**src/hw/rtl/scl_pkg.sv**
```systemverilog
// shared types and constants of the source character lexer
package scl_pkg;

   localparam int NAME_CHARS   = 8;
   localparam int NAME_IDX_W   = $clog2(NAME_CHARS);
   localparam int QUEUE_DEPTH  = 4;
   localparam int QUEUE_IDX_W  = $clog2(QUEUE_DEPTH);
   localparam int QUEUE_CNT_W  = $clog2(QUEUE_DEPTH + 1);

   typedef enum logic [2:0] {
      KIND_EOF     = 3'd0,
      KIND_SINGLE  = 3'd1,
      KIND_LITERAL = 3'd2,
      KIND_NAME    = 3'd3,
      KIND_TYPE    = 3'd4,
      KIND_ERROR   = 3'd5
   } kind_type;

   typedef struct packed {
      kind_type     kind;
      logic [15:0]  value;
      logic [63:0]  text;
      logic [7:0]   length;
      logic         truncated;
      logic [15:0]  line;
      logic         last;
   } token_type;

   typedef struct packed {
      token_type first;
      logic      first_valid;
      token_type second;
      logic      second_valid;
   } token_pair_type;

endpackage

```
**src/hw/rtl/scl_req_if.sv**
```systemverilog
// input channel: one source byte or end-of-stream mark per beat
interface scl_req_if;
   logic       valid;
   logic       ready;
   logic [7:0] character;
   logic       end_of_stream;

   modport source (output valid, character, end_of_stream, input ready);
   modport sink (input valid, character, end_of_stream, output ready);
endinterface

```
**src/hw/rtl/scl_rsp_if.sv**
```systemverilog
// result channel: one token per beat
interface scl_rsp_if;
   logic        valid;
   logic        ready;
   logic [2:0]  token_kind;
   logic [15:0] token_value;
   logic [63:0] name_text;
   logic [7:0]  name_length;
   logic        truncated;
   logic [15:0] line_number;
   logic        last_of_run;

   modport source (output valid, token_kind, token_value, name_text, name_length,
                   truncated, line_number, last_of_run, input ready);
   modport sink (input valid, token_kind, token_value, name_text, name_length,
                 truncated, line_number, last_of_run, output ready);
endinterface

```
**src/hw/rtl/scl_step.sv**
```systemverilog
// lexer state and the per-byte token logic
module scl_step (
   input  logic                  clock,
   input  logic                  reset,
   input  logic                  step_en,
   input  logic [7:0]            char_in,
   input  logic                  eos_in,
   output scl_pkg::token_pair_type pair
);

   typedef enum logic [4:0] {
      MODE_IDLE       = 5'b00001,
      MODE_NUMBER     = 5'b00010,
      MODE_QUOTE_OPEN = 5'b00100,
      MODE_QUOTE_CHAR = 5'b01000,
      MODE_WORD       = 5'b10000
   } mode_type;

   localparam logic [7:0]  CHAR_TAB     = 8'h09;
   localparam logic [7:0]  CHAR_NEWLINE = 8'h0A;
   localparam logic [7:0]  CHAR_VTAB    = 8'h0B;
   localparam logic [7:0]  CHAR_FEED    = 8'h0C;
   localparam logic [7:0]  CHAR_RETURN  = 8'h0D;
   localparam logic [7:0]  CHAR_SPACE   = 8'h20;
   localparam logic [7:0]  CHAR_QUOTE   = 8'h27;
   localparam logic [7:0]  CHAR_LPAREN  = 8'h28;
   localparam logic [7:0]  CHAR_RPAREN  = 8'h29;
   localparam logic [7:0]  CHAR_PLUS    = 8'h2B;
   localparam logic [7:0]  CHAR_MINUS   = 8'h2D;
   localparam logic [7:0]  CHAR_ZERO    = 8'h30;
   localparam logic [7:0]  CHAR_NINE    = 8'h39;
   localparam logic [7:0]  CHAR_SEMI    = 8'h3B;
   localparam logic [7:0]  CHAR_EQUAL   = 8'h3D;
   localparam logic [7:0]  CHAR_LBRACE  = 8'h7B;
   localparam logic [7:0]  CHAR_RBRACE  = 8'h7D;
   localparam logic [31:0] KW_NONE      = 32'h656E6F6E;
   localparam logic [31:0] KW_BYTE      = 32'h65747962;
   localparam logic [15:0] KWVAL_NONE   = 16'd0;
   localparam logic [15:0] KWVAL_BYTE   = 16'd1;
   localparam logic [15:0] LINE_MAX     = 16'hFFFF;
   localparam logic [7:0]  LENGTH_MAX   = 8'hFF;
   localparam logic [7:0]  NAME_LIMIT   = 8'(scl_pkg::NAME_CHARS);

   mode_type    mode_ff, mode_in;
   logic [15:0] acc_ff, acc_in;
   logic        ovf_ff, ovf_in;
   logic [7:0]  word_len_ff, word_len_in;
   logic [7:0]  lit_ff, lit_in;
   logic [15:0] line_ff, line_in;
   logic [7:0]  word_ff [scl_pkg::NAME_CHARS];

   logic                          wr_en;
   logic [scl_pkg::NAME_IDX_W-1:0] wr_idx;
   logic                          do_idle;

   logic        is_space, is_single, is_digit;
   logic [19:0] acc_wide, acc_mul;
   logic        acc_over;
   logic [63:0] word_text;

   scl_pkg::token_type idle_tok, num_tok, word_tok, quote_tok, blank_tok;
   logic               idle_tok_valid;

   assign is_space = (char_in == CHAR_SPACE) || (char_in == CHAR_TAB) ||
                     (char_in == CHAR_NEWLINE) || (char_in == CHAR_VTAB) ||
                     (char_in == CHAR_FEED) || (char_in == CHAR_RETURN);
   assign is_single = (char_in == CHAR_LPAREN) || (char_in == CHAR_RPAREN) ||
                      (char_in == CHAR_LBRACE) || (char_in == CHAR_RBRACE) ||
                      (char_in == CHAR_MINUS) || (char_in == CHAR_PLUS) ||
                      (char_in == CHAR_EQUAL) || (char_in == CHAR_SEMI);
   assign is_digit = (char_in >= CHAR_ZERO) && (char_in <= CHAR_NINE);

   // times ten plus digit, saturating
   assign acc_wide = 20'(acc_ff);
   assign acc_mul  = (acc_wide << 3) + (acc_wide << 1) + 20'(char_in - CHAR_ZERO);
   assign acc_over = acc_mul > 20'(LINE_MAX);

   always_comb begin
      word_text = '0;
      for (int i = 0; i < scl_pkg::NAME_CHARS; i++) begin
         if (8'(i) < word_len_ff) begin
            word_text[8*i +: 8] = word_ff[i];
         end
      end
   end

   always_comb begin
      blank_tok = '{kind: scl_pkg::KIND_EOF, value: '0, text: '0, length: '0,
                    truncated: 1'b0, line: line_ff, last: 1'b0};

      idle_tok       = blank_tok;
      idle_tok_valid = eos_in || is_single;
      if (!eos_in) begin
         idle_tok.kind  = scl_pkg::KIND_SINGLE;
         idle_tok.value = 16'(char_in);
      end

      num_tok           = blank_tok;
      num_tok.kind      = scl_pkg::KIND_LITERAL;
      num_tok.value     = acc_ff;
      num_tok.truncated = ovf_ff;

      word_tok           = blank_tok;
      word_tok.kind      = scl_pkg::KIND_NAME;
      word_tok.text      = word_text;
      word_tok.length    = word_len_ff;
      word_tok.truncated = word_len_ff > NAME_LIMIT;
      if (word_len_ff == 8'd4 && word_text[31:0] == KW_NONE) begin
         word_tok.kind  = scl_pkg::KIND_TYPE;
         word_tok.value = KWVAL_NONE;
      end else if (word_len_ff == 8'd4 && word_text[31:0] == KW_BYTE) begin
         word_tok.kind  = scl_pkg::KIND_TYPE;
         word_tok.value = KWVAL_BYTE;
      end

      quote_tok       = blank_tok;
      quote_tok.kind  = scl_pkg::KIND_ERROR;
      quote_tok.value = 16'(lit_ff);
   end

   always_comb begin
      mode_in     = mode_ff;
      acc_in      = acc_ff;
      ovf_in      = ovf_ff;
      word_len_in = word_len_ff;
      lit_in      = lit_ff;
      line_in     = line_ff;
      wr_en       = 1'b0;
      wr_idx      = word_len_ff[scl_pkg::NAME_IDX_W-1:0];
      do_idle     = 1'b0;

      pair.first        = idle_tok;
      pair.first_valid  = 1'b0;
      pair.second       = idle_tok;
      pair.second_valid = 1'b0;

      unique case (mode_ff)
         MODE_NUMBER: begin
            if (!eos_in && is_digit) begin
               acc_in = acc_over ? LINE_MAX : acc_mul[15:0];
               ovf_in = ovf_ff | acc_over;
            end else begin
               pair.first        = num_tok;
               pair.first_valid  = 1'b1;
               pair.second_valid = idle_tok_valid;
               do_idle           = 1'b1;
            end
         end
         MODE_QUOTE_OPEN: begin
            if (eos_in) begin
               mode_in           = MODE_IDLE;
               pair.first        = blank_tok;
               pair.first.kind   = scl_pkg::KIND_ERROR;
               pair.first_valid  = 1'b1;
               pair.second_valid = 1'b1;
            end else begin
               lit_in  = char_in;
               mode_in = MODE_QUOTE_CHAR;
            end
         end
         MODE_QUOTE_CHAR: begin
            mode_in           = MODE_IDLE;
            pair.first        = quote_tok;
            pair.first_valid  = 1'b1;
            pair.second_valid = eos_in;
            if (!eos_in && char_in == CHAR_QUOTE) begin
               pair.first.kind = scl_pkg::KIND_LITERAL;
            end
         end
         MODE_WORD: begin
            if (eos_in || is_single || is_space) begin
               pair.first        = word_tok;
               pair.first_valid  = 1'b1;
               pair.second_valid = idle_tok_valid;
               do_idle           = 1'b1;
            end else begin
               wr_en = word_len_ff < NAME_LIMIT;
               if (word_len_ff != LENGTH_MAX) begin
                  word_len_in = word_len_ff + 8'd1;
               end
            end
         end
         default: begin
            pair.first       = idle_tok;
            pair.first_valid = idle_tok_valid;
            do_idle          = 1'b1;
         end
      endcase

      // ending byte handled as in idle
      if (do_idle) begin
         mode_in = MODE_IDLE;
         if (!eos_in) begin
            priority if (is_space) begin
               if (char_in == CHAR_NEWLINE && line_ff != LINE_MAX) begin
                  line_in = line_ff + 16'd1;
               end
            end else if (is_single) begin
               mode_in = MODE_IDLE;
            end else if (char_in == CHAR_QUOTE) begin
               mode_in = MODE_QUOTE_OPEN;
            end else if (is_digit) begin
               mode_in = MODE_NUMBER;
               acc_in  = 16'(char_in - CHAR_ZERO);
               ovf_in  = 1'b0;
            end else begin
               mode_in     = MODE_WORD;
               wr_en       = 1'b1;
               wr_idx      = '0;
               word_len_in = 8'd1;
            end
         end
      end

      pair.first.last  = !pair.second_valid;
      pair.second.last = 1'b1;
   end

   always_ff @(posedge clock) begin
      if (reset) begin
         mode_ff     <= MODE_IDLE;
         acc_ff      <= '0;
         ovf_ff      <= 1'b0;
         word_len_ff <= '0;
         lit_ff      <= '0;
         line_ff     <= 16'd1;
      end else if (step_en) begin
         mode_ff     <= mode_in;
         acc_ff      <= acc_in;
         ovf_ff      <= ovf_in;
         word_len_ff <= word_len_in;
         lit_ff      <= lit_in;
         line_ff     <= line_in;
      end
   end

   always_ff @(posedge clock) begin
      if (step_en && wr_en) begin
         word_ff[wr_idx] <= char_in;
      end
   end

endmodule

```
**src/hw/rtl/scl_rsp_queue.sv**
```systemverilog
// small token queue between the lexer step and the result channel
module scl_rsp_queue (
   input  logic                    clock,
   input  logic                    reset,
   input  logic                    push_en,
   input  scl_pkg::token_pair_type pair,
   output logic                    room,
   scl_rsp_if.source               rsp_ch
);

   scl_pkg::token_type slot_ff [scl_pkg::QUEUE_DEPTH];

   logic [scl_pkg::QUEUE_IDX_W-1:0] head_ff, head_in;
   logic [scl_pkg::QUEUE_IDX_W-1:0] tail_ff, tail_in, tail_next;
   logic [scl_pkg::QUEUE_CNT_W-1:0] count_ff, count_in, push_cnt;
   logic                            pop;
   scl_pkg::token_type              head_tok;

   assign tail_next = tail_ff + scl_pkg::QUEUE_IDX_W'(1);
   assign pop       = rsp_ch.valid && rsp_ch.ready;
   assign push_cnt  = push_en ? (scl_pkg::QUEUE_CNT_W'(pair.first_valid) +
                                 scl_pkg::QUEUE_CNT_W'(pair.second_valid)) : '0;
   assign count_in  = count_ff + push_cnt - scl_pkg::QUEUE_CNT_W'(pop);
   assign tail_in   = tail_ff + push_cnt[scl_pkg::QUEUE_IDX_W-1:0];
   assign head_in   = head_ff + scl_pkg::QUEUE_IDX_W'(pop);

   // two free entries cover a beat that gives two tokens
   assign room = count_ff <= scl_pkg::QUEUE_CNT_W'(scl_pkg::QUEUE_DEPTH - 2);

   assign head_tok           = slot_ff[head_ff];
   assign rsp_ch.valid       = count_ff != '0;
   assign rsp_ch.token_kind  = head_tok.kind;
   assign rsp_ch.token_value = head_tok.value;
   assign rsp_ch.name_text   = head_tok.text;
   assign rsp_ch.name_length = head_tok.length;
   assign rsp_ch.truncated   = head_tok.truncated;
   assign rsp_ch.line_number = head_tok.line;
   assign rsp_ch.last_of_run = head_tok.last;

   always_ff @(posedge clock) begin
      if (reset) begin
         head_ff  <= '0;
         tail_ff  <= '0;
         count_ff <= '0;
      end else begin
         head_ff  <= head_in;
         tail_ff  <= tail_in;
         count_ff <= count_in;
      end
   end

   always_ff @(posedge clock) begin
      if (push_en && pair.first_valid) begin
         slot_ff[tail_ff] <= pair.first;
      end
      if (push_en && pair.second_valid) begin
         slot_ff[tail_next] <= pair.second;
      end
   end

endmodule

```
**src/hw/rtl/source_char_lexer.sv**
```systemverilog
// top level of the source character lexer
//
//   channel   direction  beat
//   req_ch    in         one source byte, or end-of-stream mark
//   rsp_ch    out        one token with line number and last-of-run flag
//
// one req beat per cycle while each byte gives at most one token and rsp_ch
// does not stall; a byte that gives two tokens pushes both into the queue together
// tokens pass the input byte register and a queue slot before rsp_ch shows them
// a four-entry token queue parts rsp stalls from req; req stalls when a byte
// waits in the input register and the queue has fewer than two free entries
// synchronous reset clears the mode, counters and queue; line count starts at one
module source_char_lexer (
   input  logic       clock,
   input  logic       reset,
   scl_req_if.sink    req_ch,
   scl_rsp_if.source  rsp_ch
);

   logic       in_valid_ff, in_valid_in;
   logic [7:0] in_char_ff;
   logic       in_eos_ff;
   logic       accept;
   logic       step_en;
   logic       room;

   scl_pkg::token_pair_type pair;

   assign step_en      = in_valid_ff && room;
   assign req_ch.ready = !in_valid_ff || step_en;
   assign accept       = req_ch.valid && req_ch.ready;
   assign in_valid_in  = accept || (in_valid_ff && !step_en);

   always_ff @(posedge clock) begin
      if (reset) begin
         in_valid_ff <= 1'b0;
      end else begin
         in_valid_ff <= in_valid_in;
      end
   end

   always_ff @(posedge clock) begin
      if (accept) begin
         in_char_ff <= req_ch.character;
         in_eos_ff  <= req_ch.end_of_stream;
      end
   end

   scl_step u_step (
      .clock   (clock),
      .reset   (reset),
      .step_en (step_en),
      .char_in (in_char_ff),
      .eos_in  (in_eos_ff),
      .pair    (pair)
   );

   scl_rsp_queue u_queue (
      .clock   (clock),
      .reset   (reset),
      .push_en (step_en),
      .pair    (pair),
      .room    (room),
      .rsp_ch  (rsp_ch)
   );

endmodule

```
**src/flat_wrapper.sv**
```systemverilog
// flat-port wrapper written by rule: the top's interface ports become plain ports
module source_char_lexer_flat 
  (clock, reset, req_ch_valid, req_ch_character, req_ch_end_of_stream, req_ch_ready, rsp_ch_valid, rsp_ch_token_kind, rsp_ch_token_value, rsp_ch_name_text, rsp_ch_name_length, rsp_ch_truncated, rsp_ch_line_number, rsp_ch_last_of_run, rsp_ch_ready);
  scl_req_if req_ch_i ();
  scl_rsp_if rsp_ch_i ();
  input  logic clock;
  input  logic reset;
  input wire logic [$bits(req_ch_i.valid)-1:0] req_ch_valid;
  input wire logic [$bits(req_ch_i.character)-1:0] req_ch_character;
  input wire logic [$bits(req_ch_i.end_of_stream)-1:0] req_ch_end_of_stream;
  output wire logic [$bits(req_ch_i.ready)-1:0] req_ch_ready;
  output wire logic [$bits(rsp_ch_i.valid)-1:0] rsp_ch_valid;
  output wire logic [$bits(rsp_ch_i.token_kind)-1:0] rsp_ch_token_kind;
  output wire logic [$bits(rsp_ch_i.token_value)-1:0] rsp_ch_token_value;
  output wire logic [$bits(rsp_ch_i.name_text)-1:0] rsp_ch_name_text;
  output wire logic [$bits(rsp_ch_i.name_length)-1:0] rsp_ch_name_length;
  output wire logic [$bits(rsp_ch_i.truncated)-1:0] rsp_ch_truncated;
  output wire logic [$bits(rsp_ch_i.line_number)-1:0] rsp_ch_line_number;
  output wire logic [$bits(rsp_ch_i.last_of_run)-1:0] rsp_ch_last_of_run;
  input wire logic [$bits(rsp_ch_i.ready)-1:0] rsp_ch_ready;
  assign req_ch_i.valid = req_ch_valid;
  assign req_ch_i.character = req_ch_character;
  assign req_ch_i.end_of_stream = req_ch_end_of_stream;
  assign req_ch_ready = req_ch_i.ready;
  assign rsp_ch_valid = rsp_ch_i.valid;
  assign rsp_ch_token_kind = rsp_ch_i.token_kind;
  assign rsp_ch_token_value = rsp_ch_i.token_value;
  assign rsp_ch_name_text = rsp_ch_i.name_text;
  assign rsp_ch_name_length = rsp_ch_i.name_length;
  assign rsp_ch_truncated = rsp_ch_i.truncated;
  assign rsp_ch_line_number = rsp_ch_i.line_number;
  assign rsp_ch_last_of_run = rsp_ch_i.last_of_run;
  assign rsp_ch_i.ready = rsp_ch_ready;
  source_char_lexer u_core (.clock(clock), .reset(reset), .req_ch(req_ch_i), .rsp_ch(rsp_ch_i));
endmodule
```
**config.mk**
```make
export PLATFORM = sky130hd
export DESIGN_NAME = source_char_lexer_flat
export DESIGN_NICKNAME = d
export VERILOG_FILES = /design/src/hw/rtl/scl_pkg.sv /design/src/hw/rtl/scl_req_if.sv /design/src/hw/rtl/scl_rsp_if.sv /design/src/hw/rtl/scl_step.sv /design/src/hw/rtl/scl_rsp_queue.sv /design/src/hw/rtl/source_char_lexer.sv /design/src/flat_wrapper.sv
export SDC_FILE = /design/constraint.sdc
export NUM_CORES = 1
export LEC_CHECK = 0
export ABC_AREA = 1
export BUFFER_PORTS_ARGS = -buffer_cell sky130_fd_sc_hd__buf_2
export CORE_MARGIN = 2
export CORE_UTILIZATION = 25
export DETAILED_ROUTE_END_ITERATION = 10
export GPL_TIMING_DRIVEN = 0
export SYNTH_ARGS = -nofsm -noshare
export SYNTH_HDL_FRONTEND = slang
export SYNTH_HIERARCHICAL = 1
export SYNTH_SLANG_ARGS = --single-unit
```
**constraint.sdc**
```tcl
create_clock -name clock -period 13.6 [get_ports clock]
set_input_delay 0 -clock clock [delete_from_list [all_inputs] [get_ports clock]]
set_output_delay 0 -clock clock [all_outputs]
set_load 0.01 [all_outputs]
```
==> out/results.md, run 1 <==
| Metric | Reported |
|---|---|
| Outcome | finished clean |
| Residual DRC count | 0 |
| Standard-cell row count | 128 |
| Critical Path Fanout Max | 15 |
| TritonCTS clock tree | yes |
| Global-route wire length before repair | 151000 µm |
| Placed instance count | 5309 |
| Sort of element at the start of the critical path | flip-flop |
| Launching point of the worst reg2reg path | u_core/in_char_ff[4] |
| Maximum vdd drop | 0.0768 mV |
| Post-DR vias/cell | 4.71 |
| Source-to-sink clock delay at the later pin of the worst-skew pair | 600 ps |
| Setup skew after layout | 22.2 ps |
| Cell area after technology mapping | 30400 µm² |
| Hold-fix buffers, CTS | 13 |
| Cell with the most instances on the worst path | buf_8 |
| CTS-repair resized insts | 0 |
| RePlAce Congestion | 0.914 |
| Final layout net count | 3825 |
| Final worst setup slack | 8220 ps |
| Number of vias in the routed layout | 25600 |
| Area grow syn2layout | 19.3% |
| Final critical path time including I/O delays and setup | 5380 ps |
| Critical path, cell by cell | inv_1, ha_1, nand2_1, or2_1, nand3_2, inv_2, nand2_4, nand2_4, nand2_8, buf_6, inv_1, a22oi_1, nand2_1, o31ai_4, buf_16, buf_8, buf_16, buf_8, buf_8 |
| Clock-pin transition on the worst setup and hold timing paths | 60 ps |
| Fraction of the core area covered by cells at the end of the flow | 30.0% |
| Total iterations of the first detailed-routing run | 5 |
| Cell chosen for the clock root | clkbuf_16 |
| Post-Synthesis Cells | 3449 |
| Pre-CTS setup slack | 8290 ps |
| Hold Path Origin | req_ch_character[2] |
| DRT iter0 DRCs | 2670 |
| Mapped Avg Cell Area | 8.83 µm² |
| Hold violation total from the final report | 0 |
| Cell area after layout | 36300 µm² |
| Number of antenna violations at the first check in global routing | 3 |
| Critical path buffer and inverter count | 9 |
| Setup slack of the most critical reg-to-reg path | 8220 ps |
| Kind of path behind the tightest hold check | input pin to flip-flop |
| Final Max Tran Viols | 0 |
| CTS buffer count | 66 |
| Average wire per cell in the routed design | 18.7 µm |
| Clk sink count | 571 |
| Destination of the worst hold path | u_core/in_char_ff[2] |
| Highest-delay cell along the critical path | edfxtp_1 |
| Area of the placeable core | 121000 µm² |
| Drt total wl | 102000 µm |
| Die ar. | 125000 µm² |
| Maximum cell stage delay along the critical path | 770 ps |
| Endpoint required time on the critical path | 13900 ps |
| RSZ-0062 raised after global routing | no |
| H-tree levels | 3 |
| Sequential area share after synthesis | 54.3% |
| Flip-flop and latch count after synthesis | 571 |
| Slew of the pin with the lowest slew margin | 1340 ps |
| Die Ht | 353 µm |
| Total GRT Usage | 15.8% |
| Sum of net half-perimeters after detailed placement | 70600 µm |
| Depth of the worst register-to-register path | 19 |
| Starting Density | 25.1% |
| Count of maximum capacitance violations | 0 |
| Worst setup EP type | flip-flop |
| Hold Path Stages | 2 |
| Arrival time at the worst endpoint | 5690 ps |
| Fraction of layout cells with a size suffix above 1 | 14.1% |
| Worst r2r dst | u_core/u_queue/slot_ff[2][56] |
| Number of placed I/O pins | 124 |
| Remaining number of nets flagged by the antenna check after routing | 0 |
| Maximum number of pins on one net before global-route repair | 24 |
| Worst setup path startpoint | u_core/in_char_ff[4] |
| Remaining max-slew budget at the tightest pin | 10.1% |
| Horizontal extent of the die | 353 µm |
| Cell area power density | 134 nW/µm² |
| Global route overflow | 0 |
| Top area cells in the synthesized netlist | edfxtp_1 50%, o21ai_0 9.8%, nand2_1 9.2% |
| Clock buffer depth | 3 |
| Max Clk Rate | 0.186 GHz |
| CP top delay family | buffers and inverters |
| Synth area leader | edfxtp_1 |
| I/O Buffers | 123 |
| Number of warnings issued by yosys | 6 |
| Diode insertion count for antenna repair | 0 |
| Vias in the first global route | 24100 |
| Placement-stage cell area | 34100 µm² |
| Final instance count without filler cells | 5439 |
| Setup CP Type | flip-flop to flip-flop |
| Number of distinct library cells after synthesis | 54 |
| Share of the clock period used by the worst path after layout | 39.6% |
| Proportion of netlist area held by the largest area contributor | 50.2% |
| Leakage Power | 12.3 nW |
| Number of buffers inserted by post-CTS setup repair | 0 |
| Setup violators final | 0 |
[power breakdown]
| part | leakage, nW | total [W] | internal (W) | switching [W] |
|---|---|---|---|---|
| Combinational | 6.56 | 0.00111 | 0.000325 | 0.000789 |
| Clock | 1.03 | 0.00176 | 0.00102 | 0.000741 |
| Sequential | 4.75 | 0.00199 | 0.00195 | 0.0000387 |
| Total | 12.3 | 0.00487 | 0.00330 | 0.00157 |
[metrics by stage]
step                      power, W  hold slack (ps)  setup TNS [ps]
after CTS                  0.00491             71.2               0
after detailed placement   0.00315              182               0
after floorplan            0.00261             62.4               0
after global routing       0.00507             84.5               0
after global placement     0.00315              187        -2336410
final                      0.00487              108               0
[routing by layer]
layer  global-route usage (%)  up-vias  routed length, µm
li1                         -    12200                  -
met1                     20.3    12100              41400
met2                     25.9     1140              47600
met3                     3.19      191               8330
met4                     6.62        2               4410
met5                        0        -                 11
[cell usage after synthesis, drive strengths merged]
library cell / n
o21ai: 699
nor3b: 9
o21bai: 1
inv: 289
nor4: 4
clkbuf: 77
ha: 31
nand3: 71
fa: 16
and2: 2
dfxtp: 62
o211ai: 7
nand3b: 6
a22oi: 1
nand2: 754
o21a: 1
a21oi: 73
xor2: 13
conb: 2
xnor2: 8
and3: 2
nor3: 31
clkinv: 3
nor2: 397
a31oi: 2
buf: 224
edfxtp: 509
o22ai: 109
or2: 5
nand2b: 5
o2111ai: 2
o31ai: 3
nand4: 31
[final cells by class]
class,count,area [µm²]
Fill cell,12700,84900
Timing Repair Buffer,166,1370
Multi-Input combinational cell,2367,11400
Clock inverter,35,343
Buffer,301,1790
Sequential cell,571,16500
Inverter,292,1100
Tap cell,1625,2030
Clock buffer,82,1760
[worst reg2reg max path, stage by stage, from the launching register on]
cell,delay (ps)
edfxtp_1,770
inv_1,340
ha_1,240
nand2_1,100
or2_1,260
nand3_2,130
inv_2,70
nand2_4,120
nand2_4,100
nand2_8,160
buf_6,180
inv_1,70
a22oi_1,440
nand2_1,370
o31ai_4,730
buf_16,230
buf_8,200
buf_16,170
buf_8,210
buf_8,190
[cell usage in the layout (no fill, tap or decap), drive strengths merged, types with 2 or more instances in the layout]
cell / synthesis / final
o211ai: 7 / 7
nor2: 397 / 397
clkinvlp: 0 / 3
clkbuf: 77 / 159
dlygate4sd3: 0 / 13
edfxtp: 509 / 509
and3: 2 / 2
buf: 224 / 377
a31oi: 2 / 2
fa: 16 / 16
o21ai: 699 / 699
nand3: 71 / 71
bufinv: 0 / 5
inv: 289 / 292
or2: 5 / 5
nand2: 754 / 754
ha: 31 / 31
nor3b: 9 / 9
o2111ai: 2 / 2
nand3b: 6 / 6
xor2: 13 / 13
clkinv: 3 / 27
nand4: 31 / 31
xnor2: 8 / 8
a21oi: 73 / 73
nand2b: 5 / 5
dfxtp: 62 / 62
o22ai: 109 / 109
nor4: 4 / 4
conb: 2 / 84
nor3: 31 / 31
and2: 2 / 2
o31ai: 3 / 3
[flip-flops by register name, indices dropped and copies added, names as in the netlist]
| signal | count |
|---|---|
| u_core/u_queue/slot_ff | 436 |
| u_core/u_step/word_ff | 64 |
| u_core/u_step/acc_ff | 16 |
| u_core/u_step/line_ff | 16 |
| u_core/in_char_ff | 8 |
| u_core/u_step/lit_ff | 8 |
| u_core/u_step/word_len_ff | 8 |
| u_core/u_step/mode_ff | 5 |
| u_core/u_queue/count_ff | 3 |
| u_core/u_queue/head_ff | 2 |
| u_core/u_queue/tail_ff | 2 |
| u_core/in_eos_ff | 1 |
| u_core/in_valid_ff | 1 |
| u_core/u_step/ovf_ff | 1 |
[logic make-up (layout without fill, tap and decap cells)]
| logic type | Yosys count | in the layout | share of synthesized area, % |
|---|---|---|---|
| compound gates | 898 | 898 | 15.4 |
| simple gates | 1317 | 1317 | 17.9 |
| xor+xnor | 21 | 21 | 0.604 |
| buf+inv | 593 | 876 | 9.47 |
| flops | 571 | 571 | 54.3 |
| other cells | 2 | 84 | 0.0247 |
| fa+ha+maj | 47 | 47 | 2.33 |
[how the worst max path moves through the flow]
stage | end | depth (start not counted)
floorplan | u_core/u_queue/slot_ff[0][0] | 14
global placement | u_core/u_queue/slot_ff[0][40] | 14
detailed placement | u_core/u_queue/slot_ff[2][40] | 19
CTS | u_core/u_queue/slot_ff[2][56] | 19
global route | u_core/u_step/acc_ff[15] | 14
finish | u_core/u_queue/slot_ff[2][56] | 19
No activity file was read; power rests on OpenSTA's default activity.
==> inputs of run 2 (changes only) <==
==> constraint.sdc (replaced) <==
create_clock -name clock -period 5.09 [get_ports clock]
set_input_delay 0 -clock clock [delete_from_list [all_inputs] [get_ports clock]]
set_output_delay 0 -clock clock [all_outputs]
set_load 0.01 [all_outputs]
==> run 2 against run 1 <==
Compared with the run above: register-to-register slack got worse by 7900 ps; utilization up 0.099 points; first-iteration DRC count increased by 4.6%; critical path depth is the same; hold slack worse by 8.9 ps; clock power grew to 2.7 times the previous value; design area is 0.33% higher; setup slack worse by 7900 ps; via count rose by 0.31%; non-clock buffer count rose by 6; critical path type unchanged; critical endpoint is now u_core/u_queue/slot_ff[1][65].
==> out/results.md, run 2 (synthesized netlist as in run 1, its figures left out) <==
| Metric | Reported | Change |
|---|---|---|
| Leakage Power | 12.4 nW | was 12.3 nW |
| Fraction of layout cells with a size suffix above 1 | 14.4% | was 14.1% |
| Area grow syn2layout | 19.7% | was 19.3% |
| Clock buffer depth | 3 | unchanged |
| Top library cells by usage in the layout, fill and taps aside | 745 x nand2_1, 593 x o21ai_0, 509 x edfxtp_1 | was 747 x nand2_1, 593 x o21ai_0, 509 x edfxtp_1 |
| Sort of element at the start of the critical path | flip-flop | unchanged |
| Source-to-sink clock delay at the later pin of the worst-skew pair | 630 ps | was 600 ps |
| Number of antenna violations at the first check in global routing | 3 | unchanged |
| Average wire per cell in the routed design | 18.9 µm | was 18.7 µm |
| Residual DRC count | 0 | unchanged |
| Count of maximum capacitance violations | 0 | unchanged |
| Critical path, cell by cell | buf_6, inv_2, nand2_1, nor2_1, nand3_1, nand3_2, inv_2, nand2_4, nand2_4, nand2_8, buf_6, inv_2, a22oi_2, nand2_2, o31ai_4, buf_8, buf_8, buf_8, buf_8 | was inv_1, ha_1, nand2_1, or2_1, nand3_2, inv_2, nand2_4, nand2_4, nand2_8, buf_6, inv_1, a22oi_1, nand2_1, o31ai_4, buf_16, buf_8, buf_16, buf_8, buf_8 |
| Critical path buffer and inverter count | 9 | unchanged |
| Fraction of the core area covered by cells at the end of the flow | 30.1% | was 30.0% |
| Max Clk Rate | 0.211 GHz | was 0.186 GHz |
| Depth of the worst register-to-register path | 19 | unchanged |
| Levels on crit path | 19 | unchanged |
| Critical Path Fanout Max | 14 | was 15 |
| Sum of net half-perimeters after detailed placement | 72300 µm | was 70600 µm |
| Flip-flop count of the largest register after layout | 436 | unchanged |
| Maximum number of pins on one net before global-route repair | 23 | was 24 |
| Maximum cell stage delay along the critical path | 700 ps | was 770 ps |
| Post-DR vias/cell | 4.71 | about the same |
| Clock-pin transition on the worst setup and hold timing paths | 60 ps | about the same |
| Slew of the pin with the lowest slew margin | 1060 ps | was 1340 ps |
| Remaining max-slew budget at the tightest pin | 28.5% | was 10.1% |
| Kind of path behind the tightest hold check | input pin to flip-flop | unchanged |
| Global-route wire length before repair | 153000 µm | was 151000 µm |
| Hold violation total from the final report | 0 | unchanged |
| Highest-delay cell along the critical path | edfxtp_1 | unchanged |
| Met3 Usage GRT | 2.93% | was 3.19% |
| CP top delay family | buffers and inverters | unchanged |
| Horizontal extent of the die | 353 µm | unchanged |
| Area of the placeable core | 121000 µm² | unchanged |
| Top Registers | u_core/u_queue/slot_ff: 436 flops, u_core/u_step/word_ff: 64 flops | unchanged |
| Number of vias in the routed layout | 25700 | was 25600 |
| Total GRT Usage | 16.0% | was 15.8% |
| Total design power | 0.0131 W | was 0.00487 W |
| Vias in the first global route | 24500 | was 24100 |
| Setup violators final | 0 | unchanged |
| Launching point of the worst reg2reg path | u_core/in_char_ff[0] | was u_core/in_char_ff[4] |
| Standard-cell row count | 128 | unchanged |
| Setup slack of the most critical reg-to-reg path | 350 ps | was 8220 ps |
| Total iterations of the first detailed-routing run | 6 | was 5 |
| Drt total wl | 103000 µm | was 102000 µm |
| Starting Density | 25.1% | unchanged |
| Met2 layer usage reported by global route | 26.3% | was 25.9% |
| DRT iter0 DRCs | 2792 | was 2670 |
| Setup skew after layout | 32.4 ps | was 22.2 ps |
| I/O Buffers | 123 | unchanged |
| H-tree levels | 3 | unchanged |
| Worst setup path startpoint | u_core/in_char_ff[0] | was u_core/in_char_ff[4] |
| Met1 track utilization from global routing | 21.0% | was 20.3% |
| Final-layout worst hold slack | 99.0 ps | was 108 ps |
| Cell area power density | 359 nW/µm² | was 134 nW/µm² |
| Clk sink count | 571 | unchanged |
| Setup CP Type | flip-flop to flip-flop | unchanged |
| RePlAce Congestion | 0.924 | was 0.914 |
| TritonCTS clock tree | yes | unchanged |
| Maximum vdd drop | 0.236 mV | was 0.0768 mV |
| Die Ht | 353 µm | unchanged |
| Final instance count without filler cells | 5452 | was 5439 |
| RSZ-0062 raised after global routing | no | unchanged |
| Share of the clock period used by the worst path after layout | 93.1% | was 39.6% |
| Final layout net count | 3832 | was 3825 |
| Placed instance count | 5312 | was 5309 |
| Endpoint required time on the critical path | 5410 ps | was 13900 ps |
| Final critical path time including I/O delays and setup | 4740 ps | was 5380 ps |
| GR peak layer | met2 | unchanged |
| Worst r2r dst | u_core/u_queue/slot_ff[1][65] | was u_core/u_queue/slot_ff[2][56] |
| Most flops, register | u_core/u_queue/slot_ff | unchanged |
| Worst setup EP type | flip-flop | unchanged |
| Number of buffers inserted by post-CTS setup repair | 0 | unchanged |
| Remaining number of nets flagged by the antenna check after routing | 0 | unchanged |
| Number of placed I/O pins | 124 | unchanged |
| Arrival time at the worst endpoint | 5060 ps | was 5690 ps |
| CTS buffer count | 67 | was 66 |
| Die ar. | 125000 µm² | unchanged |
| Outcome | finished clean | unchanged |
| Global route overflow | 0 | unchanged |
| Cell with the most instances on the worst path | buf_8 | unchanged |
| Accumulated negative setup slack | 0 ps | unchanged |
| Final Max Tran Viols | 0 | unchanged |
| Capturing element of the worst setup path | u_core/u_queue/slot_ff[1][65] | was u_core/u_queue/slot_ff[2][56] |
| Leading cell type in the layout, fill and taps excluded | nand2_1 | unchanged |
| Cell chosen for the clock root | clkbuf_16 | unchanged |
==> run 2: cell type report <==
cell class	count	area [µm²]
fillers	12700	84800
flip-flops and latches	571	16500
multi-input cells	2367	11400
well taps	1625	2030
clock buffers	92	1830
plain buffers	301	1790
repair buffers	172	1410
inverters	292	1100
clock inverters	31	325
diodes	1	2.50
==> run 2: where the power goes <==
| part | total [W] | switching (W) | internal (W) |
|---|---|---|---|
| Combinational | 0.00299 | 0.00211 | 0.000878 |
| Sequential | 0.00533 | 0.000106 | 0.00522 |
| Clock | 0.00477 | 0.00201 | 0.00275 |
==> run 2: worst min path at each step <==
stage	startpoint	endpoint	slack, ps	cells past startpoint
after floorplan	reset	u_core/in_valid_ff	60	1
after global placement	req_ch_character[0]	u_core/in_char_ff[0]	180	1
after detailed placement	req_ch_character[0]	u_core/in_char_ff[0]	180	1
after CTS	req_ch_character[1]	u_core/in_char_ff[1]	80	2
after global routing	req_ch_character[1]	u_core/in_char_ff[1]	100	2
final	req_ch_character[5]	u_core/in_char_ff[5]	100	2
==> run 2: metrics by stage <==
step	area, µm²	setup WS (ps)
2_1_floorplan	30800	-191
3_3_place_gp	33500	-3600
3_5_place_dp	34100	131
4_1_cts	36400	106
5_1_grt	36400	46.0
6_report	36400	352
==> run 2: what timing repair did <==
action                                  CTS  global route
gates resized for setup                   0             1
hold buffers                             14             0
hold endpoints to repair                 18             0
endpoints found under the setup margin    0            17
==> run 2: metal layers <==
layer  part of all wire (%)  up-vias
met4                    3.6        0
met3                    7.7      178
li1                       -    12200
met2                     47     1079
met1                     42    12200
met5                      0        -
